[src/rtl/pwhd_pkg.sv]
// Shared types, constants and helpers for the PID controller with hysteresis deadband.
// No dependencies; imported by every module of the block.
`default_nettype none

package pwhd_pkg;

  localparam int SAMPLE_WIDTH_DEF   = 16;
  localparam int GAIN_FRAC_BITS_DEF = 8;
  localparam int GAIN_W             = 16;
  localparam int LIMIT_W            = 31;
  localparam int THR_W              = 16;
  localparam int ACC_W              = 32;
  localparam int THR5_W             = THR_W + 3;
  localparam int KIND_W             = 2;
  localparam int CFG_ADDR_W         = 3;
  localparam int CFG_DATA_W         = 32;

  typedef enum logic [KIND_W-1:0] {
    KIND_SAMPLE = 2'd0,
    KIND_LOAD   = 2'd1,
    KIND_RAISE  = 2'd2
  } kind_t;

  typedef enum logic [CFG_ADDR_W-1:0] {
    REG_GAIN_P     = 3'd0,
    REG_GAIN_I     = 3'd1,
    REG_GAIN_D     = 3'd2,
    REG_INT_LIMIT  = 3'd3,
    REG_OUT_LIMIT  = 3'd4,
    REG_DB_THRESH  = 3'd5,
    REG_LOOP_EN    = 3'd6,
    REG_AUTO_CLEAR = 3'd7
  } reg_index_t;

  typedef struct packed {
    logic signed [GAIN_W-1:0] gain_p;
    logic signed [GAIN_W-1:0] gain_i;
    logic signed [GAIN_W-1:0] gain_d;
    logic [LIMIT_W-1:0]       integral_limit;
    logic [LIMIT_W-1:0]       output_limit;
    logic [THR_W-1:0]         deadband_threshold;
    logic                     loop_enable;
    logic                     auto_clear;
  } pwhd_cfg_t;

  // Symmetric clamp to +-lim; lim of zero passes x through.
  function automatic logic signed [ACC_W-1:0] clamp_sym(
    input logic signed [ACC_W-1:0] x,
    input logic [LIMIT_W-1:0]      lim
  );
    logic signed [ACC_W-1:0] pos;
    logic signed [ACC_W-1:0] neg;
    logic signed [ACC_W-1:0] res;
    pos = signed'({1'b0, lim});
    neg = -pos;
    res = x;
    if (lim != '0) begin
      if (x > pos) begin
        res = pos;
      end else if (x < neg) begin
        res = neg;
      end
    end
    return res;
  endfunction

endpackage

`default_nettype wire

[src/rtl/pwhd_state.sv]
// Error, hysteresis deadband and integral update; owns the loop state registers.
// Depends on pwhd_pkg.
`default_nettype none

module pwhd_state #(
  parameter int SAMPLE_WIDTH = pwhd_pkg::SAMPLE_WIDTH_DEF
) (
  input  wire                               clk,
  input  wire                               rst,
  input  wire                               advance,
  input  wire pwhd_pkg::pwhd_cfg_t          cfg,
  input  wire pwhd_pkg::kind_t              kind,
  input  wire logic signed [SAMPLE_WIDTH-1:0] target,
  input  wire logic signed [SAMPLE_WIDTH-1:0] measured,
  input  wire logic signed [31:0]           preset_value,
  output logic                              st_compute,
  output logic signed [SAMPLE_WIDTH:0]      st_err,
  output logic signed [SAMPLE_WIDTH+1:0]    st_derr,
  output logic signed [31:0]                st_integral,
  output logic                              st_stable
);
  import pwhd_pkg::*;

  localparam int EW = SAMPLE_WIDTH + 1;
  localparam int DW = SAMPLE_WIDTH + 2;
  localparam int CW = ((EW > THR5_W) ? EW : THR5_W) + 1;
  localparam int AW = ((EW > ACC_W) ? EW : ACC_W) + 1;

  logic signed [ACC_W-1:0] integral_acc;
  logic signed [EW-1:0]    previous_error;
  logic                    stable_flag;

  logic signed [EW-1:0]    err;
  logic [EW-1:0]           mag;
  logic [THR5_W-1:0]       thr5;
  logic                    below_in;
  logic                    below_out;
  logic                    zero_err;
  logic                    clr;
  logic                    stable_calc;
  logic signed [EW-1:0]    e_eff;
  logic signed [ACC_W-1:0] acc_base;
  logic signed [AW-1:0]    isum;
  logic                    ovf;
  logic signed [ACC_W-1:0] isat;
  logic signed [ACC_W-1:0] int_new;
  logic                    raise_ok;

  logic signed [ACC_W-1:0] integral_acc_next;
  logic signed [EW-1:0]    previous_error_next;
  logic                    stable_flag_next;
  logic                    compute_next;

  always_comb begin
    err = EW'(target) - EW'(measured);
    mag = err[EW-1] ? EW'(-err) : EW'(err);
    thr5 = THR5_W'({cfg.deadband_threshold, 2'b00}) + THR5_W'(cfg.deadband_threshold);
    below_in  = CW'(mag) < CW'(cfg.deadband_threshold);
    below_out = CW'(mag) < CW'(thr5);

    // hysteresis: enter below threshold, leave at five times threshold
    stable_calc = stable_flag;
    zero_err    = 1'b0;
    clr         = 1'b0;
    if (cfg.deadband_threshold != '0) begin
      if (stable_flag) begin
        if (below_out) begin
          zero_err = 1'b1;
          clr      = cfg.auto_clear;
        end else begin
          stable_calc = 1'b0;
        end
      end else if (below_in) begin
        zero_err    = 1'b1;
        stable_calc = 1'b1;
        clr         = cfg.auto_clear;
      end
    end

    e_eff    = zero_err ? '0 : err;
    acc_base = clr ? '0 : integral_acc;
    isum     = AW'(acc_base) + AW'(e_eff);
    ovf      = !((&isum[AW-1:ACC_W-1]) || !(|isum[AW-1:ACC_W-1]));
    isat     = ovf ? (isum[AW-1] ? 32'sh8000_0000 : 32'sh7FFF_FFFF) : isum[ACC_W-1:0];
    int_new  = clamp_sym(isat, cfg.integral_limit);

    raise_ok = (!preset_value[31] && (preset_value != '0) && (integral_acc < preset_value)) ||
               (preset_value[31] && (integral_acc > preset_value));

    integral_acc_next   = integral_acc;
    previous_error_next = previous_error;
    stable_flag_next    = stable_flag;
    compute_next        = 1'b0;
    case (kind)
      KIND_SAMPLE: begin
        if (cfg.loop_enable) begin
          integral_acc_next   = int_new;
          previous_error_next = e_eff;
          stable_flag_next    = stable_calc;
          compute_next        = 1'b1;
        end
      end
      KIND_LOAD: begin
        integral_acc_next = preset_value;
      end
      KIND_RAISE: begin
        if (raise_ok) begin
          integral_acc_next = clamp_sym(preset_value, cfg.integral_limit);
        end
      end
      default: begin
      end
    endcase
  end

  always_ff @(posedge clk) begin
    if (rst) begin
      integral_acc   <= '0;
      previous_error <= '0;
      stable_flag    <= 1'b0;
    end else if (advance) begin
      integral_acc   <= integral_acc_next;
      previous_error <= previous_error_next;
      stable_flag    <= stable_flag_next;
    end
  end

  always_ff @(posedge clk) begin
    if (advance) begin
      st_compute  <= compute_next;
      st_err      <= e_eff;
      st_derr     <= DW'(e_eff) - DW'(previous_error);
      st_integral <= integral_acc_next;
      st_stable   <= stable_flag_next;
    end
  end

endmodule

`default_nettype wire

[src/rtl/pwhd_mult.sv]
// Registered gain products for the P, I and D terms.
// Depends on pwhd_pkg.
`default_nettype none

module pwhd_mult #(
  parameter int SAMPLE_WIDTH = pwhd_pkg::SAMPLE_WIDTH_DEF
) (
  input  wire                                 clk,
  input  wire                                 advance,
  input  wire pwhd_pkg::pwhd_cfg_t            cfg,
  input  wire                                 st_compute,
  input  wire logic signed [SAMPLE_WIDTH:0]   st_err,
  input  wire logic signed [SAMPLE_WIDTH+1:0] st_derr,
  input  wire logic signed [31:0]             st_integral,
  input  wire                                 st_stable,
  output logic                                mu_compute,
  output logic signed [SAMPLE_WIDTH+16:0]     mu_p,
  output logic signed [47:0]                  mu_i,
  output logic signed [SAMPLE_WIDTH+17:0]     mu_d,
  output logic signed [31:0]                  mu_integral,
  output logic                                mu_stable
);
  import pwhd_pkg::*;

  localparam int PW = SAMPLE_WIDTH + 1 + GAIN_W;
  localparam int IW = ACC_W + GAIN_W;
  localparam int DPW = SAMPLE_WIDTH + 2 + GAIN_W;

  always_ff @(posedge clk) begin
    if (advance) begin
      mu_compute  <= st_compute;
      mu_p        <= PW'(st_err) * PW'(cfg.gain_p);
      mu_i        <= IW'(st_integral) * IW'(cfg.gain_i);
      mu_d        <= DPW'(st_derr) * DPW'(cfg.gain_d);
      mu_integral <= st_integral;
      mu_stable   <= st_stable;
    end
  end

endmodule

`default_nettype wire

[src/rtl/pwhd_out.sv]
// Product sum, Q8.8 scaling, saturation and output clamp; holds the drive and result register.
// Depends on pwhd_pkg.
`default_nettype none

module pwhd_out #(
  parameter int SAMPLE_WIDTH   = pwhd_pkg::SAMPLE_WIDTH_DEF,
  parameter int GAIN_FRAC_BITS = pwhd_pkg::GAIN_FRAC_BITS_DEF
) (
  input  wire                                 clk,
  input  wire                                 rst,
  input  wire                                 advance,
  input  wire pwhd_pkg::pwhd_cfg_t            cfg,
  input  wire                                 mu_compute,
  input  wire logic signed [SAMPLE_WIDTH+16:0] mu_p,
  input  wire logic signed [47:0]             mu_i,
  input  wire logic signed [SAMPLE_WIDTH+17:0] mu_d,
  input  wire logic signed [31:0]             mu_integral,
  input  wire                                 mu_stable,
  output logic signed [31:0]                  held_drive,
  output logic signed [31:0]                  out_integral,
  output logic                                out_stable
);
  import pwhd_pkg::*;

  localparam int DPW  = SAMPLE_WIDTH + 2 + GAIN_W;
  localparam int IW   = ACC_W + GAIN_W;
  localparam int SUMW = ((DPW > IW) ? DPW : IW) + 2;

  logic signed [SUMW-1:0]  sum;
  logic signed [SUMW-1:0]  shifted;
  logic                    ovf;
  logic signed [ACC_W-1:0] dsat;
  logic signed [ACC_W-1:0] drive_new;

  always_comb begin
    sum       = SUMW'(mu_p) + SUMW'(mu_i) + SUMW'(mu_d);
    shifted   = sum >>> GAIN_FRAC_BITS;   // floor
    ovf       = !((&shifted[SUMW-1:ACC_W-1]) || !(|shifted[SUMW-1:ACC_W-1]));
    dsat      = ovf ? (shifted[SUMW-1] ? 32'sh8000_0000 : 32'sh7FFF_FFFF)
                    : shifted[ACC_W-1:0];
    drive_new = clamp_sym(dsat, cfg.output_limit);
  end

  always_ff @(posedge clk) begin
    if (rst) begin
      held_drive <= '0;
    end else if (advance && mu_compute) begin
      held_drive <= drive_new;
    end
  end

  always_ff @(posedge clk) begin
    if (advance) begin
      out_integral <= mu_integral;
      out_stable   <= mu_stable;
    end
  end

endmodule

`default_nettype wire

[src/rtl/pid_with_hysteresis_deadband_top.sv]
// Top level of the positional PID controller with hysteresis deadband and anti-windup.
// Depends on pwhd_pkg, pwhd_state, pwhd_mult and pwhd_out.
`default_nettype none

// Positional PID controller. Every input transfer yields exactly one output transfer,
// in order. Throughput is one item per clock while m_tready is high; each item
// passes through four register stages: input register, state update (error,
// deadband hysteresis, integral saturate/clamp), gain multipliers, then
// sum/shift/saturate/clamp into the output register. The integral and deadband state
// live in the state stage, so each
// item sees the state left by the previous one with no stall. Every stage advances
// independently, so bubbles are squeezed out and s_tready only drops when all four
// stages are full and m_tready is low. Configuration is taken at any time on the
// cfg channel (cfg_ready is always high) but must only change while the block is idle.
// kind travels in s_tuser: 0 control sample, 1 load integral, 2 raise integral.

module pid_with_hysteresis_deadband_top #(
  parameter int SAMPLE_WIDTH   = pwhd_pkg::SAMPLE_WIDTH_DEF,
  parameter int GAIN_FRAC_BITS = pwhd_pkg::GAIN_FRAC_BITS_DEF
) (
  input  wire                                   clk,
  input  wire                                   rst,
  input  wire                                   s_tvalid,
  output logic                                  s_tready,
  // kind[1:0]
  input  wire [pwhd_pkg::KIND_W-1:0]            s_tuser,
  // target[SW-1:0], measured[2*SW-1:SW], preset_value[2*SW+31:2*SW], zero fill to bytes
  input  wire [((2*SAMPLE_WIDTH+32+7)/8)*8-1:0] s_tdata,
  output logic                                  m_tvalid,
  input  wire                                   m_tready,
  // drive[31:0], integral[63:32], stable[64], zero fill [71:65]
  output logic [71:0]                           m_tdata,
  input  wire                                   cfg_valid,
  output logic                                  cfg_ready,
  input  wire [pwhd_pkg::CFG_ADDR_W-1:0]        cfg_addr,
  input  wire [pwhd_pkg::CFG_DATA_W-1:0]        cfg_data
);
  import pwhd_pkg::*;

  localparam int SW = SAMPLE_WIDTH;

  // configuration registers
  pwhd_cfg_t cfg;

  // input register
  logic                 v0;
  kind_t                in_kind;
  logic signed [SW-1:0] in_target;
  logic signed [SW-1:0] in_measured;
  logic signed [31:0]   in_preset;

  // stage valids: state, multiply, output
  logic v1;
  logic v2;
  logic v3;

  // per-stage move/space signals
  logic go1, go2, go3;
  logic mv0, mv1, mv2;

  logic                 st_compute;
  logic signed [SW:0]   st_err;
  logic signed [SW+1:0] st_derr;
  logic signed [31:0]   st_integral;
  logic                 st_stable;

  logic                  mu_compute;
  logic signed [SW+16:0] mu_p;
  logic signed [47:0]    mu_i;
  logic signed [SW+17:0] mu_d;
  logic signed [31:0]    mu_integral;
  logic                  mu_stable;

  logic signed [31:0] held_drive;
  logic signed [31:0] out_integral;
  logic               out_stable;

  // a stage has room when empty or when its content leaves this cycle
  assign go3      = !v3 || m_tready;
  assign mv2      = v2 && go3;
  assign go2      = !v2 || go3;
  assign mv1      = v1 && go2;
  assign go1      = !v1 || go2;
  assign mv0      = v0 && go1;
  assign s_tready = !v0 || go1;

  assign cfg_ready = 1'b1;

  always_ff @(posedge clk) begin
    if (rst) begin
      cfg <= '0;
    end else if (cfg_valid && cfg_ready) begin
      case (reg_index_t'(cfg_addr))
        REG_GAIN_P:     cfg.gain_p             <= cfg_data[GAIN_W-1:0];
        REG_GAIN_I:     cfg.gain_i             <= cfg_data[GAIN_W-1:0];
        REG_GAIN_D:     cfg.gain_d             <= cfg_data[GAIN_W-1:0];
        REG_INT_LIMIT:  cfg.integral_limit     <= cfg_data[LIMIT_W-1:0];
        REG_OUT_LIMIT:  cfg.output_limit       <= cfg_data[LIMIT_W-1:0];
        REG_DB_THRESH:  cfg.deadband_threshold <= cfg_data[THR_W-1:0];
        REG_LOOP_EN:    cfg.loop_enable        <= cfg_data[0];
        REG_AUTO_CLEAR: cfg.auto_clear         <= cfg_data[0];
        default: begin
        end
      endcase
    end
  end

  // valid bits of the pipeline
  always_ff @(posedge clk) begin
    if (rst) begin
      v0 <= 1'b0;
      v1 <= 1'b0;
      v2 <= 1'b0;
      v3 <= 1'b0;
    end else begin
      if (s_tready) v0 <= s_tvalid;
      if (go1)      v1 <= mv0;
      if (go2)      v2 <= mv1;
      if (go3)      v3 <= mv2;
    end
  end

  always_ff @(posedge clk) begin
    if (s_tvalid && s_tready) begin
      in_kind     <= kind_t'(s_tuser);
      in_target   <= s_tdata[SW-1:0];
      in_measured <= s_tdata[2*SW-1:SW];
      in_preset   <= s_tdata[2*SW+31:2*SW];
    end
  end

  pwhd_state #(
    .SAMPLE_WIDTH(SAMPLE_WIDTH)
  ) u_state (
    .clk          (clk),
    .rst          (rst),
    .advance      (mv0),
    .cfg          (cfg),
    .kind         (in_kind),
    .target       (in_target),
    .measured     (in_measured),
    .preset_value (in_preset),
    .st_compute   (st_compute),
    .st_err       (st_err),
    .st_derr      (st_derr),
    .st_integral  (st_integral),
    .st_stable    (st_stable)
  );

  pwhd_mult #(
    .SAMPLE_WIDTH(SAMPLE_WIDTH)
  ) u_mult (
    .clk         (clk),
    .advance     (mv1),
    .cfg         (cfg),
    .st_compute  (st_compute),
    .st_err      (st_err),
    .st_derr     (st_derr),
    .st_integral (st_integral),
    .st_stable   (st_stable),
    .mu_compute  (mu_compute),
    .mu_p        (mu_p),
    .mu_i        (mu_i),
    .mu_d        (mu_d),
    .mu_integral (mu_integral),
    .mu_stable   (mu_stable)
  );

  pwhd_out #(
    .SAMPLE_WIDTH   (SAMPLE_WIDTH),
    .GAIN_FRAC_BITS (GAIN_FRAC_BITS)
  ) u_out (
    .clk          (clk),
    .rst          (rst),
    .advance      (mv2),
    .cfg          (cfg),
    .mu_compute   (mu_compute),
    .mu_p         (mu_p),
    .mu_i         (mu_i),
    .mu_d         (mu_d),
    .mu_integral  (mu_integral),
    .mu_stable    (mu_stable),
    .held_drive   (held_drive),
    .out_integral (out_integral),
    .out_stable   (out_stable)
  );

  // held_drive only changes when an item enters the output register, so it is the payload
  assign m_tvalid = v3;
  assign m_tdata  = {7'b0, out_stable, out_integral, held_drive};

  // input may only stall when every stage holds an item
  a_no_bubble_stall: assert property (@(posedge clk) disable iff (rst)
    !s_tready |-> (v0 && v1 && v2 && v3))
    else $error("input stalled while the pipeline has an empty stage");

  // an item leaving the input register always lands in the state stage
  a_state_stage_fill: assert property (@(posedge clk) disable iff (rst)
    mv0 |=> v1)
    else $error("item lost between input and state stage");

  // an output transfer with nothing behind it leaves the output empty
  a_out_drains: assert property (@(posedge clk) disable iff (rst)
    (m_tvalid && m_tready && !v2) |=> !m_tvalid)
    else $error("output valid without a new item");

endmodule

`default_nettype wire
[config.mk]
export PLATFORM = sky130hd
export DESIGN_NAME = pid_with_hysteresis_deadband_top
export DESIGN_NICKNAME = d
export VERILOG_FILES = /design/src/rtl/pwhd_pkg.sv /design/src/rtl/pwhd_state.sv /design/src/rtl/pwhd_mult.sv /design/src/rtl/pwhd_out.sv /design/src/rtl/pid_with_hysteresis_deadband_top.sv
export SDC_FILE = /design/constraint.sdc
export NUM_CORES = 2
export LEC_CHECK = 0
export ABC_AREA = 0
export BUFFER_PORTS_ARGS = -buffer_cell sky130_fd_sc_hd__buf_2
export CAP_MARGIN = 20
export CORE_UTILIZATION = 50
export CTS_BUF_LIST = sky130_fd_sc_hd__clkbuf_16
export CTS_CLUSTER_DIAMETER = 30
export DETAILED_ROUTE_END_ITERATION = 8
export GPL_ROUTABILITY_DRIVEN = 0
export PLACE_DENSITY = 0.72
export REMOVE_ABC_BUFFERS = 1
export SYNTH_ARGS = -nofsm -noshare
export SYNTH_HDL_FRONTEND = slang
export SYNTH_SLANG_ARGS = --single-unit
[constraint.sdc]
create_clock -name clk -period 22.2 [get_ports clk]
set_input_delay 1.11 -clock clk [delete_from_list [all_inputs] [get_ports clk]]
set_output_delay 1.11 -clock clk [all_outputs]
set_load 0.01 [all_outputs]
==> summary.md <==
| Metric | Value |
|---|---|
| Status | `completed` |
| CTS buffer count | `136` |
| Later-pin clock latency in the skew report | `slightly below 800 ps` |
| Final setup skew | `slightly above 60 ps` |
| Die height | `386 µm` |
| Initial DRC Count | `6132` |
| Distinct cells, synth | `98` |
| Routed Antenna Nets | `0` |
| Metal1 wirelength | `approximately 86000 µm` |
| R2r endpoint | `u_state.st_integral[11]` |
| Layout cell share with drive strength beyond 1 | `6.73%` |
| XOR/XNOR share of the synthesized area | `3.28%` |
| Seq/Total Area, Yosys | `18.7%` |
| Hold WC Path Type | `reg -> reg` |
| Share of the synthesized area in the top cell type | `29.9%` |
| Simple-gate share of the synthesized area | `15.2%` |
| Drt drc | `0` |
| Sequential share of power | `22.9%` |
| Io pins | `181` |
| IO Port Bufs | `171` |
| Fin util | `between 50% and 60%` |
| RSZ-0062 raised after global routing | `no` |
| Dominant cells by area after synthesis | `fa_1, edfxtp_1, ha_1` |
| Vias in the first global route | `a little over 60000` |
| Switching share of power | `40.6%` |
| Cell taking the most area after synthesis | `fa_1` |
| Row cnt | `140` |
| Tmin final | `15080 ps` |
| R2R Setup Slk | `7120 ps` |
| Synth Area in Compound Gates | `12.8%` |
| Slowest CP cell | `a2111oi_0` |
| Count leader, synth | `inv_1` |
| Final Cycle Share | `67.9%` |
| Most frequent cells after synthesis | `inv_1, fa_1, nand2_1, ha_1, a21oi_1` |
| Total wire length | `225000 µm` |
| CTS hold repair buffers | `0` |
| CP arrival | `15650 ps` |
| Vias | `60300` |
| Final hold viol count | `0` |
| Main combinational cell family by area after synthesis | `adder cells` |
| Met3 WL | `25700 µm` |
| Pwr dens | `67.7 mW/mm²` |
| Initial Util | `50.6%` |
| 1st-pass router iterations | `9` |
| Slew margin rel. | `7.11%` |
| Die area | `0.149 mm²` |
| FF-to-FF path depth | `51` |
| Largest net degree at the start of global routing | `approximately 130` |
| Max Slew Vio Count | `0` |
| Placed cell count | `between 9000 and 10000` |
| CTS max path bufs | `3` |
| CTS tree | `done` |
| CORE AREA | `between 0.1 and 0.15 mm²` |
| P&R area growth vs syn | `10.2%` |
| Pint | `0.00327 W` |
| CP startpoint kind | `flop` |
| Max-capacitance violation count | `0` |
| Overall Global Routing Usage | `30.8%` |
| Initial antenna violation count | `14` |
| GR Overflow Total | `0` |
| # Post-CTS Setup Buffers | `0` |
| Finish-stage setup viols | `0` |
| P_sw | `~0.0022 W` |
| Dominant synthesized flop cell | `edfxtp_1` |
| Asr flop ratio synth | `0%` |
| First-pass GRT wire length | `352000 µm` |
| Adder-cell share of the synthesized area | `41.2%` |
| Drt wl/cell | `approximately 22 µm` |
| Final #Nets | `10000` |
| CP Max Fanout | `46` |
| Largest stage delay on the critical path | `890 ps` |
| Sink Count | `~530` |
| Synth Register Bits | `about 530` |
| Cell Count, Final, Fillers Out | `between 10000 and 15000` |
| Worst setup path endpoint | `u_state.st_integral[11]` |
| CTS Root Cell | `clkbuf_16` |
| Post-CTS Resized | `0` |
| H-tree depth | `4` |
| Met2 Wirelength | `99100 µm` |
| Post-Syn Area per Cell | `9.14 µm²` |
| Combinational Power Share | `40.1%` |
| Post-DP HPWL | `175000 µm` |
| Static Leakage | `34.7 nW` |
| Critical path class | `reg -> reg` |
| Multiplexer share of the synthesized area | `less than 1%` |
| Setup_tns | `0 ps` |
| Least-Margin Pin Slew | `between 1000 and 1500 ps` |
| CP Data Required Time | `22770 ps` |
| Post-Syn Instances | `about 8000` |
| Max Freq | `roughly 0.066 GHz` |
| Synth warn | `0` |
| Origin of the worst setup path | `in_measured[0]` |
| Clock slew at reported path FFs | `50 ps` |
| Crit. End Element | `flop` |
| Clk pwr share | `37.0%` |
| Vias per cell | `5.91` |
| VDD IR max | `~0.00012 V` |
| Die W | `386 µm` |
| Top Metal Used | `met5` |
| R2R Path Start | `in_measured[0]` |
| Number of enable flip-flop cells after synthesis | `roughly 320` |
| Netlist Area Pre-Place | `0.0739 mm²` |
## cell families after synthesis
family,Yosys count
adders and majority gates,1774
xor gates and xnor gates,277
AOI/OAI and AO/OA,1450
and+or+nand+nor,2363
buffers and inverters,1673
other,2
DFF,531
muxes,11
## power groups by stage
stage / clock [W] / sequential, W / combinational [W]
final: 0.00204 / 0.00126 / 0.00221
after global routing: 0.00212 / 0.00127 / 0.00240
after CTS: 0.00206 / 0.00126 / 0.00212
after detailed placement: 0 / 0.00127 / 0.00210
after global placement: 0 / 0.00127 / 0.00204
after floorplan: 0 / 0.00123 / 0.00144
## worst max-delay path, delay by kind of cell, from the launching register on
family | cells | cell delay [ps]
compound gates | 26 | 7550
simple gates | 15 | 3790
fa+ha+maj | 5 | 1570
buf+inv | 4 | 1380
flops | 1 | 360
xor+xnor | 1 | 170
## state kept, by name, summed over array words and instances (netlist names), 18 cells and up
signal,flops
u_state.integral_acc,32
u_mult.mu_p,33
u_mult.mu_integral,32
u_mult.mu_i,48
u_mult.mu_d,34
u_state.st_integral,32
cfg,128
u_out.out_integral,32
in_preset,32
u_state.st_derr,18
u_out.held_drive,32
## area by class of cell
class | count | area [µm²]
inverters | 1334 | 5010
fillers | 12800 | 64700
diodes | 9 | 22.5
multi-input cells | 5883 | 53800
clock buffers | 143 | 3580
clock inverters | 109 | 1230
flip-flops and latches | 531 | 13800
well taps | 1917 | 2400
repair buffers | 267 | 1610
## per-layer routing
metal,up-vias,GRT usage (%)
met5,-,0
met4,8,17.8
met3,716,8.10
met2,3311,46.9
met1,29600,39.7
li1,26600,-
## worst min path at each step
stage,from,to,slack [ps],cells after the start
floorplan,u_state.st_compute,u_mult.mu_compute,400,0
CTS,u_mult.mu_integral[19],u_out.out_integral[19],410,0
finish,u_mult.mu_integral[19],u_out.out_integral[19],410,0
global placement,u_mult.mu_integral[26],u_out.out_integral[26],400,0
detailed placement,u_mult.mu_integral[29],u_out.out_integral[29],400,0
global route,u_mult.mu_integral[10],u_out.out_integral[10],420,0
## metrics by stage
step           total power, W  worst slack, ps  instance area (µm²)  hold WS [ps]
6_report              0.00551             7120                81400           409
5_1_grt               0.00578             6650                81400           420
4_1_cts               0.00544             7790                81400           412
3_5_place_dp          0.00337             7930                76500           405
3_3_place_gp          0.00331             8250                76500           403
2_1_floorplan         0.00267             9370                72500           400
## cell usage in the layout, fill, tap and decap left out, types with 20 or more instances in the layout
| cell type | instances |
|---|---|
| ha_1 | 662 |
| dfxtp_1 | 208 |
| nand3_1 | 67 |
| a21boi_0 | 20 |
| clkbuf_16 | 143 |
| and2_1 | 406 |
| nand2_1 | 1073 |
| a31oi_1 | 24 |
| o21ai_0 | 246 |
| nand4_1 | 78 |
| buf_4 | 93 |
| xor2_1 | 61 |
| a21oi_1 | 465 |
| nor2_1 | 311 |
| nor3_1 | 108 |
| a211oi_1 | 31 |
| xnor2_1 | 216 |
| a221oi_1 | 30 |
| inv_1 | 1345 |
| o211ai_1 | 58 |
| edfxtp_1 | 317 |
| o31ai_1 | 23 |
| nand2b_1 | 98 |
| fa_1 | 1103 |
| nor2b_1 | 57 |
| nor4_1 | 35 |
| a222oi_1 | 21 |
| buf_2 | 170 |
| and3_1 | 45 |
| a21o_1 | 171 |
| clkinv_1 | 22 |
| o21bai_1 | 30 |
| a21boi_1 | 27 |
| o21a_1 | 74 |
(Power assumes the default switching activity.)
